**src/hdl/trilinear_grid_interpolator_macros.svh**
```systemverilog
// Assertion macros shared by the trilinear grid interpolator RTL.
`ifndef TRILINEAR_GRID_INTERPOLATOR_MACROS_SVH
`define TRILINEAR_GRID_INTERPOLATOR_MACROS_SVH

// Same-cycle implication, sampled on clk_i, off during reset.
`define TGI_ASSERT_SAME(lbl, ante, cons) \
  lbl: assert property (@(posedge clk_i) disable iff (!rst_ni) (ante) |-> (cons)) \
    else $error("%m: check failed");

// Next-cycle implication, sampled on clk_i, off during reset.
`define TGI_ASSERT_NEXT(lbl, ante, cons) \
  lbl: assert property (@(posedge clk_i) disable iff (!rst_ni) (ante) |=> (cons)) \
    else $error("%m: check failed");

`endif

```
**src/hdl/tgi_pkg.sv**
```systemverilog
// Shared types and constants of the trilinear grid interpolator.
`timescale 1ns / 1ps

package tgi_pkg;

  localparam int unsigned STORE_DEPTH = 4096;
  localparam int unsigned ADDR_W      = 12;
  localparam int unsigned CFG_W       = 5;
  localparam int unsigned CFG_IDX_W   = 2;
  localparam int unsigned POS_W       = 17;
  localparam int unsigned SAMPLE_W    = 16;
  localparam int unsigned VALUE_W     = 16;

  localparam logic [POS_W-1:0] POS_ONE = 17'h10000;

  localparam logic [CFG_IDX_W-1:0] CFG_VERTS_X = 2'd0;
  localparam logic [CFG_IDX_W-1:0] CFG_VERTS_Y = 2'd1;
  localparam logic [CFG_IDX_W-1:0] CFG_VERTS_Z = 2'd2;
  localparam logic [CFG_W-1:0]     CFG_VERTS_RESET = 5'd2;

  localparam logic REQ_LOAD  = 1'b0;
  localparam logic REQ_QUERY = 1'b1;

  // operand routing of the shared interpolation unit
  typedef enum logic [1:0] {
    MIX_X  = 2'd0,
    MIX_Y0 = 2'd1,
    MIX_Y1 = 2'd2,
    MIX_Z  = 2'd3
  } mix_sel_e;

  typedef struct packed {
    logic     load_en;
    logic     split_en;
    logic     base_en;
    logic     rd_en;
    logic [2:0] corner;
    logic     corner_en;
    logic     mix_en;
    mix_sel_e mix_sel;
    logic     out_load;
  } tgi_cmd_t;

  typedef struct packed {
    logic out_full;
  } tgi_stat_t;

endpackage

```
**src/hdl/tgi_ctrl.sv**
```systemverilog
// Sequencer for the trilinear grid interpolator: request decode and query schedule.
`timescale 1ns / 1ps

module tgi_ctrl
  import tgi_pkg::*;
(
  input  logic      clk_i,
  input  logic      rst_ni,
  input  logic      in_valid_i,
  input  logic      req_type_i,
  output logic      in_stall_o,
  input  tgi_stat_t stat_i,
  output tgi_cmd_t  cmd_o
);

  localparam logic [1:0] ST_IDLE = 2'd0;
  localparam logic [1:0] ST_BASE = 2'd1;
  localparam logic [1:0] ST_RUN  = 2'd2;

  localparam int unsigned STEP_W = 4;
  localparam logic [STEP_W-1:0] STEP_LAST_READ = 4'd7;
  localparam logic [STEP_W-1:0] STEP_FIRST_CAP = 4'd1;
  localparam logic [STEP_W-1:0] STEP_LAST_CAP  = 4'd8;
  localparam logic [STEP_W-1:0] STEP_FIRST_X   = 4'd3;
  localparam logic [STEP_W-1:0] STEP_LAST_X    = 4'd9;
  localparam logic [STEP_W-1:0] STEP_MIX_Y0    = 4'd10;
  localparam logic [STEP_W-1:0] STEP_MIX_Y1    = 4'd11;
  localparam logic [STEP_W-1:0] STEP_MIX_Z     = 4'd12;
  localparam logic [STEP_W-1:0] STEP_OUT       = 4'd13;

  logic [1:0]        state_q, state_d;
  logic [STEP_W-1:0] step_q, step_d;
  tgi_cmd_t          cmd;
  logic              stall;

  always_comb begin
    cmd     = '0;
    state_d = state_q;
    step_d  = step_q;
    stall   = 1'b1;
    unique case (state_q)
      ST_IDLE: begin
        stall = 1'b0;
        if (in_valid_i) begin
          if (req_type_i == REQ_QUERY) begin
            cmd.split_en = 1'b1;
            state_d      = ST_BASE;
          end else begin
            cmd.load_en = 1'b1;
          end
        end
      end
      ST_BASE: begin
        cmd.base_en = 1'b1;
        step_d      = '0;
        state_d     = ST_RUN;
      end
      ST_RUN: begin
        // reads issue on steps 0..7 and their data is captured on steps 1..8
        cmd.corner    = step_q[2:0];
        cmd.rd_en     = (step_q <= STEP_LAST_READ);
        cmd.corner_en = (step_q >= STEP_FIRST_CAP) && (step_q <= STEP_LAST_CAP);
        // odd steps 3..9 see a complete corner pair along x
        if (step_q[0] && (step_q >= STEP_FIRST_X) && (step_q <= STEP_LAST_X)) begin
          cmd.mix_en  = 1'b1;
          cmd.mix_sel = MIX_X;
        end
        if (step_q == STEP_MIX_Y0) begin
          cmd.mix_en  = 1'b1;
          cmd.mix_sel = MIX_Y0;
        end
        if (step_q == STEP_MIX_Y1) begin
          cmd.mix_en  = 1'b1;
          cmd.mix_sel = MIX_Y1;
        end
        if (step_q == STEP_MIX_Z) begin
          cmd.mix_en  = 1'b1;
          cmd.mix_sel = MIX_Z;
        end
        if (step_q == STEP_OUT) begin
          if (!stat_i.out_full) begin
            cmd.out_load = 1'b1;
            state_d      = ST_IDLE;
          end
        end else begin
          step_d = step_q + STEP_W'(1);
        end
      end
      default: begin
        state_d = ST_IDLE;
      end
    endcase
  end

  always_ff @(posedge clk_i or negedge rst_ni) begin
    if (!rst_ni) begin
      state_q <= ST_IDLE;
      step_q  <= '0;
    end else begin
      state_q <= state_d;
      step_q  <= step_d;
    end
  end

  assign cmd_o      = cmd;
  assign in_stall_o = stall;

endmodule

```
**config.mk**
```make
export PLATFORM = sky130hd
export DESIGN_NAME = tgi_ctrl
export DESIGN_NICKNAME = d
export VERILOG_FILES = /design/src/hdl/trilinear_grid_interpolator_macros.svh /design/src/hdl/tgi_pkg.sv /design/src/hdl/tgi_ctrl.sv
export SDC_FILE = /design/constraint.sdc
export NUM_CORES = 1
export LEC_CHECK = 0
export ABC_CLOCK_PERIOD_IN_PS = 1800
export BUFFER_PORTS_ARGS = -buffer_cell sky130_fd_sc_hd__buf_2
export CORE_AREA = 2 2 39 41
export DETAILED_ROUTE_END_ITERATION = 12
export DIE_AREA = 0 0 41 43
export GPL_ROUTABILITY_DRIVEN = 0
export GPL_TIMING_DRIVEN = 0
export PLACE_DENSITY = 0.72
export SETUP_SLACK_MARGIN = 0.2
export SYNTH_ARGS = -nofsm -noshare
export SYNTH_HDL_FRONTEND = slang
export SYNTH_SLANG_ARGS = --single-unit
```
**constraint.sdc**
```tcl
create_clock -name clk_i -period 1.8 [get_ports clk_i]
set_input_delay 0.36 -clock clk_i [delete_from_list [all_inputs] [get_ports clk_i]]
set_output_delay 0.36 -clock clk_i [all_outputs]
set_load 0.02 [all_outputs]
```
==> impl_metrics.tcl, run 1 <==
set metrics [dict create \
    status "finished, violations left" \
    violations "negative setup slack" \
    nets 116 \
    period_share_pct 105 \
    cts_tree "done" \
    reg2reg_slack_ns 0.32 \
    routed_wirelength_um 1840 \
    cellPowerDensity_nw_per_um2 1720 \
    synth_ff_type "dfrtp_1" \
    hp-class "input pin to flip-flop" \
    dp_hpwl_um 963 \
    wl_per_cell_um 15.3 \
    cap_violations 0 \
    die_area_um2 1760 \
    hold_viol 0 \
    avgSynthCellArea_um2 8.85 \
    rr_endpoint "step_q[3]$_DFFE_PN0P_" \
    yosysSeqAreaShare_pct 25.7 \
    hold_path_end "state_q[1]$_DFFE_PN0P_" \
    min_path_cells 3 \
    vias 664 \
    io_pins 18 \
    finalSetupViolCount 3 \
    switching_share_pct 45.3 \
    layout-drive-gt1-share_pct 69.2 \
    finalPower_w 0.00176 \
    route.detailed.drc 0 \
    layout_commonest_cell "buf_4" \
    clk_latency_ns 0.26 \
    comb_power_share_pct 76.9 \
    n_antenna_cell 0 \
    rsz0062_at_grt "true" \
    clockPowerShare_pct 7.5 \
    seq_power_share_pct 15.6 \
    slew_headroom_pct 80.1 \
    vias_per_cell 5.53 \
    setup_slack_ns -0.0887 \
    antenna_found_initial 0 \
    skew_ns 0.00422 \
    r2r_cells 6 \
    die_x_um 41 \
    dieHeight_um 43 \
    crit_required_ns 1.44 \
    numCtsBuffers 3 \
    hold_start "stat_i" \
    cts_num_sinks 6 \
    slew_viol_final 0 \
    p_int_w 0.000962 \
    synth_cells 66 \
    syn_to_final_growth_pct 74.9 \
    syn-cell-area_um2 584 \
    switchingPower_w 0.000798 \
    worst_pin_slew_ns 0.298 \
    dp_slack_ns 0.0413 \
    grt_max_degree 11 \
    worstSetupStartpointType "flip-flop" \
    dr.first_iter.drc_count 7 \
    htree_levels 1 \
    ant_nets 0 \
    total_leakage_power_nw 0.439 \
    ys_warn_count 0 \
    row_count 14 \
    irDropWorstVdd_mv 0.966 \
    period_minus_slack_ns 1.89 \
    clockBufferDepth 2 \
    port_buffers 17 \
    synth_edf_count 0 \
    dr.pass1.iters 4 \
    endpoint_kind "primary output" \
    cts_root_buf "clkbuf_4" \
    grt-ovfl-total 0 \
    synthDistinctLibCells 33 \
    post_dp_cell_area_um2 701 \
    ys_seq_elements 6 \
    clk_pin_slew_worst_paths_ns 0.05 \
    grt_pass1_vias 575 \
    worstSetupPathType "flip-flop to primary output" \
    critPathArrivalTime_ns 1.53 \
    core-area_um2 1380 \
    grt_pass1_wl_um 2430 \
    r2r-start "step_q[0]$_DFFE_PN0P_" \
    async_reset_ff_share_pct 100 \
    fmaxAchievable_mhz 529 \
    track_usage_pct 20.8 \
    synth_nets 76 \
    final_cell_area_um2 1020 \
    critical_path.max_fanout 4 \
    start_util_pct 42.2 \
    final_cell_mix "buf_4 (22), buf_6 (10), buf_2 (6), a21oi_1 (5)" \
]
[Yosys cell counts, drive strengths merged (2+ instances only)]
library cell | number | share of area (%)
nor2 | 7 | 4.5
and4bb | 2 | 4.3
dfrtp | 6 | 26
inv | 3 | 1.9
a21oi | 7 | 6.0
buf | 4 | 6.0
nor2b | 2 | 2.6
nor3 | 2 | 1.7
o21a | 2 | 2.6
ha | 5 | 11
o21ai | 2 | 1.7
nand2 | 6 | 3.9
[stage by stage]
stage | util [%] | hold slack, ns | cells | TNS [ns]
after floorplan | - | 0.0644 | 66 | 0
after global placement | 50.6 | 0.190 | 99 | 0
after detailed placement | 50.6 | 0.193 | 99 | 0
after CTS | 66.7 | 0.412 | 113 | -0.0112
after global routing | 73.9 | 0.431 | 120 | -0.413
final | 73.9 | 0.404 | 120 | -0.149
[per-layer routing]
| layer | GRT usage (%) | up-vias | wire length, µm |
|---|---|---|---|
| li1 | - | 316 | - |
| met1 | 21.8 | 310 | 692 |
| met2 | 36.9 | 31 | 1010 |
| met3 | 6.81 | 7 | 103 |
| met4 | 6.00 | 0 | 37 |
| met5 | 0 | - | 0 |
[repair_timing]
| item | in CTS | in global routing |
|---|---|---|
| endpoints found under the setup margin | 12 | 11 |
| hold buffers | 1 | 0 |
| setup buffers | 10 | 7 |
| endpoints found under the hold margin | 6 | 0 |
| resized for setup | 37 | 13 |
| pin swaps | 9 | 6 |
[flip-flops by register name (all words and copies together) (netlist names)]
signal and flops:
state_q 2, step_q 4
[layout make-up]
class                           instances  area, µm²
Buffer                                  4       41.3
Clock buffer                            3       22.5
Fill cell                              93        362
Inverter                                3       16.3
Multi-Input combinational cell         53        492
Sequential cell                         6        154
Tap cell                               16       20.0
Timing Repair Buffer                   35        277
[logic make-up after synthesis]
family	after synthesis	share of synthesized area, %
and+or+nand+nor	28	31.5
AOI/OAI and AO/OA	20	24.2
buffers and inverters	7	7.92
DFF	6	25.7
adders and majority gates	5	10.7
[worst max-delay path by stage]
stage	start	to	slack (ns)	cells after the start
after floorplan	state_q[1]$_DFFE_PN0P_	cmd_o[11]	0.21	3
after global placement	step_q[0]$_DFFE_PN0P_	cmd_o[3]	0.05	6
after detailed placement	step_q[1]$_DFFE_PN0P_	cmd_o[4]	0.04	6
after CTS	step_q[0]$_DFFE_PN0P_	cmd_o[3]	-0.01	5
after global routing	step_q[1]$_DFFE_PN0P_	cmd_o[3]	-0.13	6
final	step_q[1]$_DFFE_PN0P_	cmd_o[3]	-0.09	6
[power by group through the flow]
stage / clock network [W] / registers, W / logic (W)
floorplan: 0 / 0.000242 / 0.000575
global placement: 0 / 0.000263 / 0.000719
detailed placement: 0 / 0.000263 / 0.000737
CTS: 0.000129 / 0.000264 / 0.00111
global route: 0.000142 / 0.000281 / 0.00142
finish: 0.000132 / 0.000274 / 0.00135
[critical path, cell delays in order, from the launching register on]
cell	delay, ns
dfrtp_2	0.45
inv_4	0.12
ha_4	0.19
nor2_1	0.07
o21a_1	0.17
o22ai_2	0.12
buf_6	0.13
(Power assumes the default switching activity.)
==> run 2: changes to the inputs <==
- CTS_BUF_LIST: not set -> sky130_fd_sc_hd__clkbuf_8
==> impl_metrics.tcl, run 2 (same netlist as run 1, synthesis figures left out) <==
set metrics [dict create \
    period_minus_slack_ns 1.87 \
    cellPowerDensity_nw_per_um2 1740 \
    n_antenna_cell 0 \
    critPathArrivalTime_ns 1.51 \
    hp-class "input pin to flip-flop" \
    dr.pass1.iters 4 \
    port_buffers 17 \
    total_leakage_power_nw 0.440 \
    worstSetupPathType "flip-flop to primary output" \
    start_util_pct 42.2 \
    setup_slack_ns -0.0661 \
    status "finished, violations left" \
    grt_max_degree 11 \
    cap_violations 0 \
    final_cell_mix "buf_4 (20), buf_2 (9), buf_6 (8), nor2_1 (5), a21oi_1 (5)" \
    crit_required_ns 1.44 \
    dr.first_iter.drc_count 10 \
    worstSetupStartpointType "flip-flop" \
    routed_wirelength_um 1880 \
    slew_headroom_pct 83.2 \
    cts_root_buf "clkbuf_8" \
    row_count 14 \
    finalSetupTns_ns -0.0762 \
    vias_per_cell 5.65 \
    dieHeight_um 43 \
    clockBufferDepth 2 \
    hold_viol 0 \
    antenna_found_initial 0 \
    clk_latency_ns 0.23 \
    slew_viol_final 0 \
    syn_to_final_growth_pct 75.4 \
    io_pins 18 \
    finalSetupViolCount 2 \
    clk_pin_slew_worst_paths_ns 0.04 \
    layout-drive-gt1-share_pct 68.9 \
    reg_top3 "step_q x4, state_q x2" \
    layout_commonest_cell "buf_4" \
    ant_nets 0 \
    grt_pass1_vias 567 \
    endpoint_kind "primary output" \
    skew_ns 0.00486 \
    numCtsBuffers 3 \
    irDropWorstVdd_mv 1.16 \
    die_x_um 41 \
    worst_pin_slew_ns 0.249 \
    core-area_um2 1380 \
    fmaxAchievable_mhz 536 \
    die_area_um2 1760 \
    cts_tree "done" \
    r2r-start "step_q[0]$_DFFE_PN0P_" \
    largest_reg_flops 4 \
    grt_pass1_wl_um 2500 \
    htree_levels 1 \
    period_share_pct 104 \
    rsz0062_at_grt "true" \
    critical_path.max_fanout 4 \
    track_usage_pct 20.8 \
    violations "negative setup slack" \
    vias 672 \
    dp_hpwl_um 963 \
    cts_num_sinks 6 \
    nets 115 \
    wl_per_cell_um 15.8 \
    regMostFlops "step_q" \
    grt-ovfl-total 0 \
    dp_slack_ns 0.0413 \
    route.detailed.drc 0 \
    hold_start "stat_i" \
    critPathLaunch "step_q[1]$_DFFE_PN0P_" \
]
run 2: changes by cell type in the layout (fill, tap and decap cells not counted), sizes merged:
cell	delta
buf	-1
run 2: path summary, 6_finish.rpt:
| path | endpoint | slack (ns) | cells after the start |
|---|---|---|---|
| min in group asynchronous | step_q[3]$_DFFE_PN0P_ | 0.50 | 2 |
| max in group asynchronous | step_q[0]$_DFFE_PN0P_ | 1.13 | 2 |
| worst min register to register | step_q[1]$_DFFE_PN0P_ | 0.62 | 1 |
| worst max register to register | step_q[3]$_DFFE_PN0P_ | 0.23 | 6 |
| worst max-delay path | cmd_o[3] | -0.07 | 6 |
| worst min-delay path | state_q[1]$_DFFE_PN0P_ | 0.43 | 3 |
run 2: report_power, final:
part / total [W] / leakage [nW] / internal, W / switching, W
Clock: 0.000206 / 0.0216 / 0.000144 / 0.0000619
Combinational: 0.00128 / 0.346 / 0.000656 / 0.000626
Sequential: 0.000292 / 0.0724 / 0.000193 / 0.0000986
Total: 0.00178 / 0.440 / 0.000993 / 0.000786
run 2: timing repair:
item                                    4_1_cts  5_1_grt
resized for setup                            32       14
hold buffers                                  1        0
gates cloned                                  0        0
hold endpoints to repair                      6        0
pin swaps                                     8        6
setup buffers                                12        4
endpoints found under the setup margin       10       11
run 2: layout make-up:
| class | instances | area, µm² |
|---|---|---|
| inverter | 3 | 18.8 |
| fill | 101 | 359 |
| sequential | 6 | 155 |
| clock buffer | 3 | 41.3 |
| multi-input combinational | 53 | 494 |
| buffer | 4 | 41.3 |
| timing repair buffer | 34 | 254 |
| tap | 16 | 20.0 |
run 2: stage by stage:
step / area [µm²] / hold WS (ns) / instances / total power, W / utilization (%)
floorplan: 596 / 0.0644 / 66 / 0.000817 / -
global placement: 701 / 0.190 / 99 / 0.000982 / 50.6
detailed placement: 701 / 0.193 / 99 / 0.00100 / 50.6
CTS: 941 / 0.437 / 115 / 0.00158 / 68.0
global route: 1020 / 0.466 / 119 / 0.00188 / 74.1
finish: 1020 / 0.425 / 119 / 0.00178 / 74.1
run 2: critical path: stages, from the launching register on:
cell     delay (ns)
dfrtp_2        0.44
inv_4          0.11
ha_4           0.18
nor2_1         0.05
o21a_1         0.19
o22ai_2        0.16
buf_6          0.14
run 2: metal layers:
metal | track usage [%] | part of all wire [%]
met1 | 25.0 | 39
met2 | 35.0 | 52
met3 | 6.28 | 6.2
met4 | 4.00 | 2.7
met5 | 0 | 0
